--- config.mk ---
export PLATFORM = sky130hd
export DESIGN_NAME = quoted_cjk_word_extractor_unit
export DESIGN_NICKNAME = d
export VERILOG_FILES = /design/src/hdl/qcjk_pkg.sv /design/src/hdl/qcjk_fifo.sv /design/src/hdl/qcjk_front.sv /design/src/hdl/qcjk_back.sv /design/src/hdl/quoted_cjk_word_extractor_unit.sv
export SDC_FILE = /design/constraint.sdc
export NUM_CORES = 1
export LEC_CHECK = 0
export BUFFER_PORTS_ARGS = -buffer_cell sky130_fd_sc_hd__buf_2
export CAP_MARGIN = 10
export CORE_UTILIZATION = 35
export DETAILED_ROUTE_END_ITERATION = 12
export GPL_TIMING_DRIVEN = 0
export PLACE_DENSITY = 0.56
export REMOVE_ABC_BUFFERS = 1
export SYNTH_ARGS = -nofsm -noshare
export SYNTH_HDL_FRONTEND = slang
export SYNTH_SLANG_ARGS = --single-unit
--- constraint.sdc ---
create_clock -name clk -period 3.3 [get_ports clk]
set_clock_uncertainty 0.1 [all_clocks]
set_input_delay 0.165 -clock clk [delete_from_list [all_inputs] [get_ports clk]]
set_output_delay 0.165 -clock clk [all_outputs]
set_load 0.01 [all_outputs]
--- src/hdl/qcjk_pkg.sv ---
// Shared types and constants of the quoted CJK word extractor.
// No dependencies; qcjk_front, qcjk_back and the top level import this package.
`timescale 1ns / 1ps

package qcjk_pkg;

  // Register indexes of the configuration port
  localparam logic REG_MIN_CHARS = 1'b0;
  localparam logic REG_MAX_CHARS = 1'b1;

  // Register reset values
  localparam logic [3:0] MIN_CHARS_RESET = 4'd3;
  localparam logic [3:0] MAX_CHARS_RESET = 4'd8;

  // Accepted code range of a 3-byte character, and the byte codes
  localparam logic [23:0] CJK_LOW   = 24'hE4B880;
  localparam logic [23:0] CJK_HIGH  = 24'hE9BFA6;
  localparam logic [7:0]  QUOTE     = 8'h22;
  localparam logic [7:0]  LEAD4_PAT = 8'hF0;
  localparam logic [7:0]  LEAD3_PAT = 8'hE0;
  localparam logic [7:0]  LEAD2_PAT = 8'hC0;

  // Largest count shown on the output
  localparam logic [3:0] SHOWN_MAX = 4'd15;

  // Parser phase within one cell
  typedef enum logic [1:0] {
    PH_WAIT,
    PH_IN,
    PH_CLOSED,
    PH_REJECT
  } phase_t;

  // Back-end sequencer state
  typedef enum logic [1:0] {
    B_IDLE,
    B_FETCH,
    B_SEND
  } bstate_t;

  // Event passed from front to back for one input byte
  typedef struct packed {
    logic        has_char;  // a character completes and is to be stored
    logic        has_end;   // the cell ends with this byte
    logic        ok;        // the cell yields an accepted word
    logic [23:0] code;      // completed character code
  } cell_ev_t;

endpackage

--- src/hdl/qcjk_fifo.sv ---
// Short register queue between the parser front end and the emitting back end.
// Generic payload; depends on nothing else.
`timescale 1ns / 1ps

module qcjk_fifo #(
  parameter int WIDTH = 32,
  parameter int DEPTH = 4
) (
  input  logic             clk,
  input  logic             rst,
  input  logic             push,
  input  logic [WIDTH-1:0] push_data,
  output logic             full,
  input  logic             pop,
  output logic [WIDTH-1:0] pop_data,
  output logic             empty
);

  localparam int PW = (DEPTH > 1) ? $clog2(DEPTH) : 1;
  localparam int CNTW = $clog2(DEPTH + 1);

  logic [WIDTH-1:0] slots [DEPTH];
  logic [PW-1:0]    wr_ptr;
  logic [PW-1:0]    rd_ptr;
  logic [CNTW-1:0]  fill;
  logic             do_push;
  logic             do_pop;

  assign full     = (fill == CNTW'(DEPTH));
  assign empty    = (fill == '0);
  assign do_push  = push && !full;
  assign do_pop   = pop && !empty;
  assign pop_data = slots[rd_ptr];

  // Store pushed entries
  always_ff @(posedge clk) begin
    if (do_push) begin
      slots[wr_ptr] <= push_data;
    end
  end

  // Advance pointers and fill level
  always_ff @(posedge clk) begin
    if (rst) begin
      wr_ptr <= '0;
      rd_ptr <= '0;
      fill   <= '0;
    end else begin
      if (do_push) begin
        wr_ptr <= (wr_ptr == PW'(DEPTH - 1)) ? '0 : wr_ptr + PW'(1);
      end
      if (do_pop) begin
        rd_ptr <= (rd_ptr == PW'(DEPTH - 1)) ? '0 : rd_ptr + PW'(1);
      end
      if (do_push && !do_pop) begin
        fill <= fill + CNTW'(1);
      end else if (!do_push && do_pop) begin
        fill <= fill - CNTW'(1);
      end
    end
  end

endmodule

--- src/hdl/qcjk_front.sv ---
// Byte parser: classifies UTF-8 bytes of a cell, counts characters, decides the cell.
// Depends on qcjk_pkg.
`timescale 1ns / 1ps

module qcjk_front
  import qcjk_pkg::*;
#(
  parameter int WORD_CHARS_MAX = 8,
  parameter int SW = 3,
  parameter int CW = 4
) (
  input  logic          clk,
  input  logic          rst,
  // configuration
  input  logic          cfg_we,
  input  logic          cfg_index,
  input  logic [3:0]    cfg_data,
  // byte input
  input  logic          in_valid,
  input  logic [7:0]    in_byte,
  input  logic          in_end,
  output logic          in_ready,
  // event output towards the queue
  output logic          ev_push,
  output cell_ev_t      ev,
  output logic [SW-1:0] ev_slot,
  output logic [CW-1:0] ev_count,
  output logic [3:0]    ev_shown,
  input  logic          ev_full
);

  localparam int CMW = (CW > 4) ? CW : 4;

  logic [3:0]    min_chars;
  logic [3:0]    max_chars;
  phase_t        phase, phase_next;
  logic [1:0]    skip_left, skip_left_next;
  logic [1:0]    collect_left, collect_left_next;
  logic [23:0]   code_accum, code_accum_next;
  logic [CW-1:0] char_counter, char_counter_next;
  logic          char_store;
  logic [CMW-1:0] cnt_ext;
  logic          take;

  assign in_ready = !ev_full;
  assign take     = in_valid && in_ready;

  // Configuration registers
  always_ff @(posedge clk) begin
    if (rst) begin
      min_chars <= MIN_CHARS_RESET;
      max_chars <= MAX_CHARS_RESET;
    end else if (cfg_we) begin
      unique case (cfg_index)
        REG_MIN_CHARS: min_chars <= cfg_data;
        REG_MAX_CHARS: max_chars <= cfg_data;
        default: ;
      endcase
    end
  end

  // Parse one byte
  always_comb begin
    phase_next        = phase;
    skip_left_next    = skip_left;
    collect_left_next = collect_left;
    code_accum_next   = code_accum;
    char_counter_next = char_counter;
    char_store        = 1'b0;
    if (phase == PH_CLOSED || phase == PH_REJECT) begin
      // ignore the rest of the cell
    end else if (skip_left != 2'd0) begin
      skip_left_next = skip_left - 2'd1;
    end else if (collect_left != 2'd0) begin
      code_accum_next   = {code_accum[15:0], in_byte};
      collect_left_next = collect_left - 2'd1;
      if (collect_left == 2'd1) begin
        if (code_accum_next >= CJK_LOW && code_accum_next <= CJK_HIGH) begin
          char_store = (char_counter < CW'(WORD_CHARS_MAX));
          if (char_counter < CW'(WORD_CHARS_MAX + 1)) begin
            char_counter_next = char_counter + CW'(1);
          end
        end else begin
          phase_next = PH_REJECT;
        end
      end
    end else begin
      priority if ((in_byte & LEAD4_PAT) == LEAD4_PAT) begin
        skip_left_next = 2'd3;
      end else if ((in_byte & LEAD3_PAT) == LEAD3_PAT) begin
        if (phase == PH_WAIT) begin
          phase_next = PH_REJECT;
        end else begin
          code_accum_next   = {16'h0000, in_byte};
          collect_left_next = 2'd2;
        end
      end else if ((in_byte & LEAD2_PAT) == LEAD2_PAT) begin
        skip_left_next = 2'd1;
      end else if (in_byte == QUOTE) begin
        phase_next = (phase == PH_WAIT) ? PH_IN : PH_CLOSED;
      end else begin
        // plain single byte, stray continuation bytes included: no change
      end
    end
  end

  // Decide the cell on its last byte
  assign cnt_ext       = CMW'(char_counter_next);
  assign ev.has_char   = char_store;
  assign ev.has_end    = in_end;
  assign ev.code       = code_accum_next;
  assign ev.ok         = (phase_next == PH_CLOSED) && (char_counter_next != '0) &&
                         (char_counter_next <= CW'(WORD_CHARS_MAX)) &&
                         (cnt_ext >= CMW'(min_chars)) && (cnt_ext <= CMW'(max_chars));
  assign ev_slot       = SW'(char_counter);
  assign ev_count      = char_counter_next;
  assign ev_shown      = (cnt_ext > CMW'(SHOWN_MAX)) ? SHOWN_MAX : 4'(char_counter_next);
  assign ev_push       = take && (char_store || in_end);

  // Hold parser state; clear it at the end of each cell
  always_ff @(posedge clk) begin
    if (rst) begin
      phase        <= PH_WAIT;
      skip_left    <= 2'd0;
      collect_left <= 2'd0;
      code_accum   <= 24'h0;
      char_counter <= '0;
    end else if (take) begin
      if (in_end) begin
        phase        <= PH_WAIT;
        skip_left    <= 2'd0;
        collect_left <= 2'd0;
        code_accum   <= 24'h0;
        char_counter <= '0;
      end else begin
        phase        <= phase_next;
        skip_left    <= skip_left_next;
        collect_left <= collect_left_next;
        code_accum   <= code_accum_next;
        char_counter <= char_counter_next;
      end
    end
  end

endmodule

--- src/hdl/qcjk_back.sv ---
// Back end: stores characters in the word memory and emits results through an output register.
// Depends on qcjk_pkg.
`timescale 1ns / 1ps

module qcjk_back
  import qcjk_pkg::*;
#(
  parameter int WORD_CHARS_MAX = 8,
  parameter int SW = 3,
  parameter int CW = 4
) (
  input  logic          clk,
  input  logic          rst,
  // event input from the queue
  input  logic          ev_avail,
  input  cell_ev_t      ev,
  input  logic [SW-1:0] ev_slot,
  input  logic [CW-1:0] ev_count,
  input  logic [3:0]    ev_shown,
  output logic          ev_pop,
  // result output
  output logic          out_valid,
  input  logic          out_ready,
  output logic [7:0]    out_byte,
  output logic          word_valid,
  output logic [3:0]    char_count,
  output logic          last_of_run
);

  logic [23:0]   word_mem [WORD_CHARS_MAX];
  logic [23:0]   rd_data;
  bstate_t       state, state_next;
  logic [SW-1:0] char_idx, char_idx_next;
  logic [1:0]    byte_idx, byte_idx_next;
  logic [CW-1:0] word_len, word_len_next;
  logic [3:0]    shown, shown_next;
  logic          out_free;
  logic          load;
  logic          mem_we;
  logic          ld_byte_sel;
  logic [7:0]    ld_byte;
  logic          ld_word;
  logic          ld_last;
  logic          last_char;

  assign out_free  = !out_valid || out_ready;
  assign last_char = (CW'(char_idx) + CW'(1)) == word_len;

  // Word memory: one character per entry, registered read
  always_ff @(posedge clk) begin
    if (mem_we) begin
      word_mem[ev_slot] <= ev.code;
    end
    rd_data <= word_mem[char_idx];
  end

  // Pick the byte of the current character
  always_comb begin
    unique case (byte_idx)
      2'd0:    ld_byte = rd_data[23:16];
      2'd1:    ld_byte = rd_data[15:8];
      default: ld_byte = rd_data[7:0];
    endcase
  end

  // Sequence events and emission
  always_comb begin
    state_next    = state;
    char_idx_next = char_idx;
    byte_idx_next = byte_idx;
    word_len_next = word_len;
    shown_next    = shown;
    ev_pop        = 1'b0;
    mem_we        = 1'b0;
    load          = 1'b0;
    ld_byte_sel   = 1'b0;
    ld_word       = 1'b0;
    ld_last       = 1'b0;
    unique case (state)
      B_IDLE: begin
        if (ev_avail && (!ev.has_end || ev.ok || out_free)) begin
          ev_pop = 1'b1;
          mem_we = ev.has_char;
          if (ev.has_end) begin
            shown_next = ev_shown;
            if (ev.ok) begin
              word_len_next = ev_count;
              char_idx_next = '0;
              state_next    = B_FETCH;
            end else begin
              load    = 1'b1;
              ld_last = 1'b1;
            end
          end
        end
      end
      B_FETCH: begin
        byte_idx_next = 2'd0;
        state_next    = B_SEND;
      end
      B_SEND: begin
        if (out_free) begin
          load        = 1'b1;
          ld_byte_sel = 1'b1;
          ld_word     = 1'b1;
          ld_last     = (byte_idx == 2'd2) && last_char;
          if (byte_idx == 2'd2) begin
            if (last_char) begin
              state_next = B_IDLE;
            end else begin
              char_idx_next = char_idx + SW'(1);
              state_next    = B_FETCH;
            end
          end else begin
            byte_idx_next = byte_idx + 2'd1;
          end
        end
      end
      default: state_next = B_IDLE;
    endcase
  end

  // Hold sequencer state
  always_ff @(posedge clk) begin
    if (rst) begin
      state <= B_IDLE;
    end else begin
      state <= state_next;
    end
    char_idx <= char_idx_next;
    byte_idx <= byte_idx_next;
    word_len <= word_len_next;
    shown    <= shown_next;
  end

  // Output register
  always_ff @(posedge clk) begin
    if (rst) begin
      out_valid <= 1'b0;
    end else if (load) begin
      out_valid <= 1'b1;
    end else if (out_ready) begin
      out_valid <= 1'b0;
    end
  end

  always_ff @(posedge clk) begin
    if (load) begin
      out_byte    <= ld_byte_sel ? ld_byte : 8'h00;
      word_valid  <= ld_word;
      char_count  <= shown_next;
      last_of_run <= ld_last;
    end
  end

endmodule

--- src/hdl/quoted_cjk_word_extractor_unit.sv ---
// Top level of the quoted CJK word extractor: parser front, event queue, emitting back end.
// Depends on qcjk_pkg, qcjk_front, qcjk_fifo and qcjk_back.
`timescale 1ns / 1ps
//
//  channel  | direction | handshake         | payload
//  ---------+-----------+-------------------+-------------------------------------------
//  s_       | in        | s_tvalid/s_tready | tdata: cell_byte; tlast: end_of_cell
//  m_       | out       | m_tvalid/m_tready | tdata: out_byte, char_count; tuser: word_valid;
//           |           |                   | tlast: last_of_run
//  cfg_     | in        | cfg_we            | cfg_index, cfg_data (min_chars, max_chars)
//
//  The front end takes one byte per cycle while the event queue has room.
//  The back end takes queued events in its idle state; an accepted word is
//  emitted character by character, a memory fetch and three byte sends each;
//  a reject is a single closing result. Reset is synchronous and clears all
//  control state but the back-end indexes and lengths; no clearing pass is run.
//  A stall on m_ stops the back end only; s_ stalls once the queue is full.

module quoted_cjk_word_extractor_unit
  import qcjk_pkg::*;
#(
  parameter int WORD_CHARS_MAX = 8
) (
  input  logic        clk,
  input  logic        rst,
  // configuration
  input  logic        cfg_we,
  input  logic        cfg_index,
  input  logic [3:0]  cfg_data,
  // byte stream
  input  logic        s_tvalid,
  output logic        s_tready,
  input  logic [7:0]  s_tdata,   // [7:0] cell_byte
  input  logic        s_tlast,
  // result stream
  output logic        m_tvalid,
  input  logic        m_tready,
  output logic [15:0] m_tdata,   // [7:0] out_byte, [11:8] char_count, [15:12] zero
  output logic        m_tuser,   // [0] word_valid
  output logic        m_tlast
);

  localparam int SW = (WORD_CHARS_MAX > 1) ? $clog2(WORD_CHARS_MAX) : 1;
  localparam int CW = $clog2(WORD_CHARS_MAX + 2);
  localparam int EVW = $bits(cell_ev_t);
  localparam int QW = EVW + SW + CW + 4;

  logic          f_push;
  cell_ev_t      f_ev;
  logic [SW-1:0] f_slot;
  logic [CW-1:0] f_count;
  logic [3:0]    f_shown;
  logic          q_full;
  logic          q_empty;
  logic          q_pop;
  logic [QW-1:0] q_out;
  cell_ev_t      b_ev;
  logic [SW-1:0] b_slot;
  logic [CW-1:0] b_count;
  logic [3:0]    b_shown;
  logic [7:0]    out_byte;
  logic [3:0]    char_count;

  qcjk_front #(
    .WORD_CHARS_MAX(WORD_CHARS_MAX),
    .SW(SW),
    .CW(CW)
  ) u_front (
    .clk(clk),
    .rst(rst),
    .cfg_we(cfg_we),
    .cfg_index(cfg_index),
    .cfg_data(cfg_data),
    .in_valid(s_tvalid),
    .in_byte(s_tdata),
    .in_end(s_tlast),
    .in_ready(s_tready),
    .ev_push(f_push),
    .ev(f_ev),
    .ev_slot(f_slot),
    .ev_count(f_count),
    .ev_shown(f_shown),
    .ev_full(q_full)
  );

  qcjk_fifo #(
    .WIDTH(QW),
    .DEPTH(4)
  ) u_queue (
    .clk(clk),
    .rst(rst),
    .push(f_push),
    .push_data({f_shown, f_count, f_slot, f_ev}),
    .full(q_full),
    .pop(q_pop),
    .pop_data(q_out),
    .empty(q_empty)
  );

  assign {b_shown, b_count, b_slot, b_ev} = q_out;

  qcjk_back #(
    .WORD_CHARS_MAX(WORD_CHARS_MAX),
    .SW(SW),
    .CW(CW)
  ) u_back (
    .clk(clk),
    .rst(rst),
    .ev_avail(!q_empty),
    .ev(b_ev),
    .ev_slot(b_slot),
    .ev_count(b_count),
    .ev_shown(b_shown),
    .ev_pop(q_pop),
    .out_valid(m_tvalid),
    .out_ready(m_tready),
    .out_byte(out_byte),
    .word_valid(m_tuser),
    .char_count(char_count),
    .last_of_run(m_tlast)
  );

  assign m_tdata = {4'h0, char_count, out_byte};

endmodule

# After elaboration in Yosys (flattened, before gate mapping)
# Memories as Yosys holds them, arrays and structs flattened. A register that Yosys moved wholly into a read port is not among the register bits.
# Index checks and enable logic that the tools add are counted.
[word_totals]
regBits = 79
ram_bits = 344
in_bits = 19
out_inout_bits = 20
word_cells = 206
mem_count = 2
[mem_list]
columns = ["memory", "words", "width", "rd", "rd_ports_with_merged_regs", "wr", "line_no", "source"]
rows = [
  ["u_back.word_mem", 8, 24, 1, 1, 1, "qcjk_back.sv:30", "logic [23:0] word_mem [WORD_CHARS_MAX];"],
  ["u_queue.slots", 4, 38, 1, 1, 1, "qcjk_fifo.sv:22", "logic [WIDTH-1:0] slots [DEPTH];"],
]
[classes]
n_addsub = 10
n_lt_le_gt_ge = 8
n_eq_ne = 29
muxes = 91
n_bitwise = 1
n_reduce_logical = 45
[op_table]
columns = ["operator", "n"]
rows = [
  ["$mux W24", 7],
  ["$mux W2", 37],
  ["$mux W4", 11],
  ["$ge A24 B24 Y1 const B", 1],
  ["$le A24 B24 Y1 const B", 1],
  ["$mux W3", 8],
  ["$mux W1", 22],
  ["$eq A2 B2 Y1 const B", 8],
  ["$pmux W8 S2", 1],
  ["$logic_and A1 B1 Y1", 13],
  ["$ne A2 B2 Y1 const B", 6],
  ["$reduce_bool A2 Y1", 6],
  ["$reduce_and A5 Y1", 2],
  ["$ne A3 B2 Y1 const B", 3],
  ["$eq A8 B6 Y1 const B", 1],
  ["$lt A4 B4 Y1 const B", 2],
  ["$reduce_bool A4 Y1", 2],
  ["$reduce_and A7 Y1", 1],
  ["$add A2 B1 Y2 const B", 3],
  ["$add A3 B1 Y3 const B", 2],
  ["$eq A2 B1 Y1 const B", 3],
  ["$eq A3 B3 Y1 const B", 2],
  ["$logic_not A1 Y1", 6],
  ["$logic_not A2 Y1", 3],
  ["other kinds (24)", 33],
]

# Longest topological paths before layout
# Gate-level depths: netlist (run 1).
[depth]
ltp_word = 14
mapped_depth = 16
mapped_depth_nobuf = 15

# Hierarchy
# A second synthesis (run 1) with hierarchy kept.
[hier_totals]
cells_unflattened = 999
hier_area_um2 = 17853.4
[modules_own_cells]
columns = ["module", "instances", "cells_each", "area_per_inst_um2", "seq_area_each_um2"]
rows = [
  ["qcjk_back", 1, 425, 9238.9, 7076.8],
  ["qcjk_fifo", 1, 248, 5973.2, 4744.6],
  ["qcjk_front", 1, 320, 2603.7, 840.8],
  ["quoted_cjk_word_extractor_unit", 1, 6, 37.5, 0.0],
]

# Worst setup path before layout (run 1)
# Ideal clock, no wire load.
[synth_timing]
kind = "reg-to-reg"
start = "register u_front.skip_left[0]"
end = "memory u_queue.slots[0][24] in the netlist's numbering, data pin"
arrival_time_ns = 3.345
required_ns = 2.997
slack_ns = -0.348
path_stages_with_launch = 16
path_cell_list = "dfxtp_1 -> or3_1 -> buf_4 -> nor2_2 -> buf_4 -> nand3_2 -> a2111oi_4 -> mux2_2 -> ha_1 -> nor2b_1 -> o21ai_0 -> nand2b_1 -> a21oi_1 -> a41oi_1 -> a211o_1 -> nor3_1"
[synth_rtl]
columns = ["element", "line_no", "source"]
rows = [
  ["start: declaration", "qcjk_front.sv:37", "logic [1:0] skip_left, skip_left_next;"],
  ["start signal: assignment", "qcjk_front.sv:137", "skip_left <= skip_left_next;"],
  ["end: declaration", "qcjk_fifo.sv:22", ""],
]

==> run metrics, run 1 <==
CP max-delay cell dlygate4sd3_1; via count 8,781; syn avg cell area 17.4 um^2; Worst Hold Class primary input to flop; vias in the first global route 8,979; most frequent cells in the layout 351 x edfxtp_1, 82 x mux4_2, 69 x dfxtp_1; YS warnings 0; FF-to-FF End u_queue.fill[2]; WHS 0.0400 ns; clock share of power 0.298; Worst EP required 3.55 ns; Remaining DRCs 0; Worst setup EP type flop; final cell count without fillers 1,724; FF-to-FF Start u_front.code_accum[12]; Final setup viols 5; share of layout cells above drive strength 1 0.277; Yosys cell types 58; switch share 0.273; mux share of post-synthesis cell area 0.131; Worst-Skew Late Latency 0.56 ns; first-pass GRT wire length 52,700 um; adder and majority gate portion of the synthesized area 0.0210; minimum clock period 3.38 ns; Cell Rows 80; grt met2 use 0.220; Buf+Inv Stages, Crit Path 2; Rel. slew slack 0.271; die height 223 um; Clock Pin Slew Worst Setup and Hold Paths 0.06 ns; routing usage on met3 0.0220; CTS Sinks 433; Hold Crit Start s_tdata[3]; crit start category primary input; cts bufs inserted 44; TNS Setup -0.342 ns; Core Util, Final 0.424; WHS Path Cells 3; wire per inst 19.8 um; Max Cap Viol 0; number of vias per cell 5.09; unrepaired setup endpoints after global routing yes; Max stage delay on crit path 0.53 ns; worst setup margin -0.0769 ns; Gate power share 0.234; placed cell count 1,599; LEAKAGE 6.82 nW; Post-synth EDFFs 351; Hold Path End u_queue.slots[3][3]; starting density of the core 0.356; commonest non-fill, non-tap cell in the layout edfxtp_1; Synth Area in XOR/XNOR 0.00514; Routability Congestion 0.710; ANT nets after route 0; CTS tree yes; Simple-Gate Fraction of Synth Area 0.0519; CTS root buffer clkbuf_16; critical path class primary input to flop; Port-buffer cells 34; register share of total power 0.468; H-tree Lvls 2; initial antenna violation count 0; final-report hold violation count 0; combinational family with the most area after synthesis multiplexers; worst slew pin tran 1.09 ns; met1 usage 0.195; Die W 223 um; worst path cell trace dlygate4sd3_1, buf_2, a211o_1, a21o_1, a31o_2, a2111oi_4, mux2_4, ha_4, nor2b_4, o21ai_2, nand2b_1, a21oi_1, a41oi_1, a211o_1, nor3_4; GRT Util Overall 0.138; pwr dens 768 mW/mm^2; Antenna diodes 0; Detailed Route Iter0 Violations 588; largest net degree at the start of global routing 53; status complete, but fails checks; Post-Syn Area 0.0170 mm^2; Worst Path Max Fanout 4; filler instances 4,183; final instance area 0.0203 mm^2; fmax 296 MHz; Post-synth top flop edfxtp_1; Max VDD drop 378 uV; max-slew violation count 0; Power Total 15.6 mW; Syn Inst Count 977; pre-CTS WS -1.59 ns; DP Area 0.0183 mm^2; Tcrit/Tclk final 1.02; post-DP HPWL 21,300 um; sequential share of the synthesized area 0.715; Overflow after GRT 0; DR pass1 iterations 5; Net Switching 4.24 mW; asr flop ratio synth 0; r2r setup slk -0.03 ns; nets@finish 1,120; Int Power 11.3 mW; synth-to-layout area growth 19.0%; Seq cells post-synth 433; most frequent CP cell a211o_1; die area 0.0495 mm^2; violated checks negative setup slack; CP Data Arrival Time 3.63 ns; Synth Area in Compound Gates 0.0548; CTS max path bufs 3; final WL 34,100 um; Most Crowded Layer GR met2; Worst R2R Path Depth 14; Core ar. 0.0478 mm^2; Worst path top cell family by delay compound AO/OA/AOI/OAI gates; # IOs 39
## power groups by stage
stage               Sequential (mW)  Combinational, mW  Clock (mW)
detailed placement             7.41               3.61           0
floorplan                      7.55               2.03           0
CTS                            7.30               3.66        4.76
global route                   7.36               3.94        4.95
finish                         7.28               3.63        4.64
global placement               7.82               2.82           0
## worst reg2reg max path: stages (launching register included)
cell and delay [ns]:
dfxtp_4 0.34, nand4b_1 0.21, nor4_4 0.31, nand4_4 0.18, buf_4 0.18, buf_6 0.11
a2111oi_4 0.37, nor2_1 0.12, nor2_2 0.15, ha_2 0.20, inv_1 0.05, fa_2 0.33
xor2_1 0.17, or3_1 0.33, a21oi_2 0.12
## layout make-up
type | instances | area (um^2) | area share
Multi-Input combinational cell | 468 | 4740 | 0.234
Clock inverter | 21 | 151 | 0.00747
Clock buffer | 61 | 1180 | 0.0585
Sequential cell | 433 | 12200 | 0.602
Timing Repair Buffer | 99 | 1110 | 0.0548
Inverter | 27 | 101 | 0.00500
Tap cell | 615 | 769 | 0.0380
## synth_stat cells, types with 3 or more instances
master,count,share of area
buf_2,3,0.00088
nor2b_1,8,0.0029
buf_1,9,0.0020
mux2i_1,5,0.0029
a21o_1,4,0.0018
a22oi_1,33,0.015
a31oi_1,5,0.0018
edfxtp_1,351,0.62
a22o_1,17,0.0087
xnor2_1,3,0.0015
xor2_1,7,0.0036
and3_1,3,0.0011
nand2b_1,8,0.0029
a21oi_1,29,0.0085
nor4_1,3,0.0011
a211o_1,6,0.0031
nand3_1,11,0.0032
nor3_1,13,0.0038
nor2_1,59,0.013
buf_4,7,0.0031
clkbuf_1,30,0.0066
dfxtp_1,82,0.096
ha_1,27,0.020
inv_1,27,0.0060
and2_1,10,0.0037
or3_1,3,0.0011
buf_6,3,0.0020
o21ai_0,15,0.0044
mux2_2,29,0.019
mux4_2,82,0.11
nand2_1,50,0.011
a32oi_1,3,0.0015
## metal layers
metal | vias to the layer above | wire (um)
met5 | - | 0
met2 | 167 | 15900
met1 | 4528 | 16100
li1 | 4031 | -
met4 | 0 | 681
met3 | 55 | 1340
## kinds of logic after synthesis
logic type      Yosys count
xor+xnor                 10
compound gates          127
mux                     116
simple gates            182
flops                   433
other cells               1
fa+ha+maj                28
buf+inv                  80
## flip-flops by register name (all words and copies together), names as in the netlist, 3 cells and up, named ones only
signal and flops:
u_back.char_count 4, u_back.char_idx 3, u_back.out_byte 8, u_back.rd_data 24, u_back.shown 4, u_back.word_len 4
u_back.word_mem 192, u_front.char_counter 4, u_front.code_accum 24, u_front.max_chars 4, u_front.min_chars 4, u_queue.fill 3
u_queue.slots 136
## what timing repair did
action | CTS | global route
gates resized for setup | 31 | 16
setup buffers | 16 | 6
endpoints found under the hold margin | 26 | 0
pin swaps | 16 | 9
cloned | 1 | 0
setup endpoints to repair | 324 | 99
hold buffers | 19 | 0
## worst max-delay path by stage
| stage | startpoint | end | slack [ns] | depth (start not counted) |
|---|---|---|---|---|
| 4_1_cts | u_front.code_accum[12] | u_queue.slots[0][24] | -0.07 | 13 |
| 6_report | s_tdata[2] | u_queue.slots[3][24] | -0.08 | 15 |
| 3_3_place_gp | flop | u_back.word_mem[1][16] | -3.25 | 5 |
| 3_5_place_dp | u_front.skip_left[0] | u_queue.slots[0][24] | -1.59 | 13 |
| 5_1_grt | s_tdata[2] | u_queue.slots[0][24] | -0.21 | 14 |
| 2_1_floorplan | flop | u_back.word_mem[0][0] | -1.08 | 5 |
No activity file was read; power rests on OpenSTA's default activity.
==> inputs of run 2 (changes only) <==
Settings changed: CORE_MARGIN set to 1.5, PLACE_DENSITY 0.56 to 0.62.
==> run 2 against run 1 <==
The run still ends with negative setup slack left. Worst hold slack improved by 0.0038 ns. Non-clock buffer count increased by 3. Clock-buffer cell count increased by 1. Sequential power about the same. Critical path depth decreased by 2. Wire length increased by 0.23%. Worst setup slack improved by 0.035 ns. Utilization increased by 0.18 points. Final cell count increased by 0.35%. Design area increased by 0.42%. Critical endpoint is now u_queue.slots[1][24]. Largest power group unchanged. Highest routed layer is now met5.
==> run metrics, run 2 (synthesized netlist as in run 1, its figures left out) <==
status complete, but fails checks (unchanged); violated checks negative setup slack (unchanged); number of vias per cell 5.12 (was 5.09); crit start category flop (was primary input); Core ar. 0.0478 mm^2 (unchanged); CTS max path bufs 3 (unchanged); nets@finish 1,127 (was 1,120); cts bufs inserted 43 (was 44); via count 8,849 (was 8,781); CP Data Arrival Time 3.59 ns (was 3.63 ns); Worst Hold Class primary input to flop (unchanged); filler instances 4,191 (was 4,183); first-pass GRT wire length 52,000 um (was 52,700 um); Reg with most FFs u_back.word_mem (unchanged); Rel. slew slack 0.208 (was 0.271); Max VDD drop 402 uV (was 378 uV); Net Switching 4.26 mW (was 4.24 mW); die area 0.0500 mm^2 (was 0.0495 mm^2); placed cell count 1,594 (was 1,599); worst setup margin -0.0419 ns (was -0.0769 ns); Final setup viols 4 (was 5); Clock Pin Slew Worst Setup and Hold Paths 0.06 ns (about the same); Cell Rows 80 (unchanged); CTS Sinks 433 (unchanged); post-DP HPWL 20,100 um (was 21,300 um); most frequent cells in the layout 351 x edfxtp_1, 82 x mux4_2, 69 x dfxtp_1 (unchanged); # IOs 39 (unchanged); vias in the first global route 8,907 (was 8,979); TNS Setup -0.167 ns (was -0.342 ns); largest net degree at the start of global routing 53 (unchanged); LEAKAGE 6.84 nW (was 6.82 nW); critical path class flop to flop (was primary input to flop); commonest non-fill, non-tap cell in the layout edfxtp_1 (unchanged); Detailed Route Iter0 Violations 629 (was 588); final cell count without fillers 1,730 (was 1,724); H-tree Lvls 2 (unchanged); ANT nets after route 0 (unchanged); Tcrit/Tclk final 1.01 (was 1.02); register share of total power 0.463 (was 0.468); CTS tree yes (unchanged); pre-CTS WS -1.59 ns (about the same); Die W 224 um (was 223 um); switch share 0.271 (was 0.273); Worst EP required 3.54 ns (was 3.55 ns); final-report hold violation count 0 (unchanged); WHS 0.0438 ns (was 0.0400 ns); unrepaired setup endpoints after global routing yes (unchanged); max reg flops 192 (unchanged); die height 224 um (was 223 um); Core Util, Final 0.425 (was 0.424); pwr dens 771 mW/mm^2 (was 768 mW/mm^2); Remaining DRCs 0 (unchanged); DR pass1 iterations 5 (unchanged); Power Total 15.7 mW (was 15.6 mW); share of layout cells above drive strength 1 0.292 (was 0.277); wire per inst 19.7 um (was 19.8 um); final instance area 0.0203 mm^2 (about the same); fmax 299 MHz (was 296 MHz); Gate power share 0.237 (was 0.234); worst slew pin tran 1.19 ns (was 1.09 ns); Worst-Skew Late Latency 0.55 ns (was 0.56 ns); Overflow after GRT 0 (unchanged); Worst setup EP type flop (unchanged); final WL 34,200 um (was 34,100 um); initial antenna violation count 1 (was 0); synth-to-layout area growth 19.5% (was 19.0%); Antenna diodes 0 (unchanged); Worst Path Max Fanout 4 (unchanged); max-slew violation count 0 (unchanged); Int Power 11.4 mW (was 11.3 mW); clock share of power 0.299 (was 0.298); DP Area 0.0182 mm^2 (was 0.0183 mm^2); Port-buffer cells 34 (unchanged); minimum clock period 3.34 ns (was 3.38 ns); Largest regs u_back.word_mem x192, u_queue.slots x136 (unchanged); Max Cap Viol 0 (unchanged); Routability Congestion 0.729 (was 0.710); GRT Util Overall 0.136 (was 0.138); CTS root buffer clkbuf_16 (unchanged); starting density of the core 0.356 (unchanged)
[run 2: area by class of cell]
type / instances / area (um^2) / area share
timing repair buffer: 102 / 1120 / 0.0548
sequential: 433 / 12200 / 0.600
tap: 615 / 769 / 0.0378
multi-input combinational: 473 / 4780 / 0.235
clock inverter: 18 / 138 / 0.00676
inverter: 27 / 101 / 0.00498
clock buffer: 62 / 1240 / 0.0609
[run 2: path summary, 6_finish.rpt]
kind | from | end | slack, ns | cells past startpoint
worst min register to register | u_front.max_chars[2] | u_front.max_chars[2] | 0.36 | 2
worst max register to register | u_front.code_accum[12] | u_queue.slots[1][24] | -0.04 | 13
worst min-delay path | s_tdata[4] | u_queue.slots[2][4] | 0.04 | 2
worst max-delay path | u_front.code_accum[12] | u_queue.slots[1][24] | -0.04 | 13
[run 2: metal layers]
| metal | vias to the layer above | part of all wire | GRT usage |
|---|---|---|---|
| met5 | - | 0.00038 | 0 |
| met4 | 2 | 0.012 | 0.0299 |
| met3 | 36 | 0.041 | 0.0230 |
| met2 | 180 | 0.50 | 0.234 |
| met1 | 4585 | 0.45 | 0.181 |
| li1 | 4046 | - | - |
[run 2: worst max-delay path, stage by stage (launching register included)]
cell and delay, ns:
dfxtp_4 0.34, nand4b_1 0.21, nor4_4 0.31, nand4_4 0.17, a2111oi_4 0.45, mux2_4 0.36
ha_4 0.21, nor2b_1 0.12, o21ai_1 0.11, nand2b_1 0.07, a21oi_1 0.12, a41oi_1 0.06
a211o_1 0.27, nor3_4 0.24
[run 2: power groups by stage]
| stage | clock network, mW | logic, mW | registers, mW |
|---|---|---|---|
| 2_1_floorplan | 0 | 2.03 | 7.55 |
| 3_3_place_gp | 0 | 2.78 | 7.80 |
| 3_5_place_dp | 0 | 3.58 | 7.39 |
| 4_1_cts | 4.79 | 3.78 | 7.28 |
| 5_1_grt | 5.00 | 4.03 | 7.33 |
| 6_report | 4.70 | 3.73 | 7.27 |
[run 2: what timing repair did]
item	in CTS	in global routing
endpoints found under the setup margin	292	41
cloned	6	0
gates resized for setup	43	5
setup buffers	34	1
pin swaps	27	5
hold endpoints to repair	26	0
hold buffers	15	0
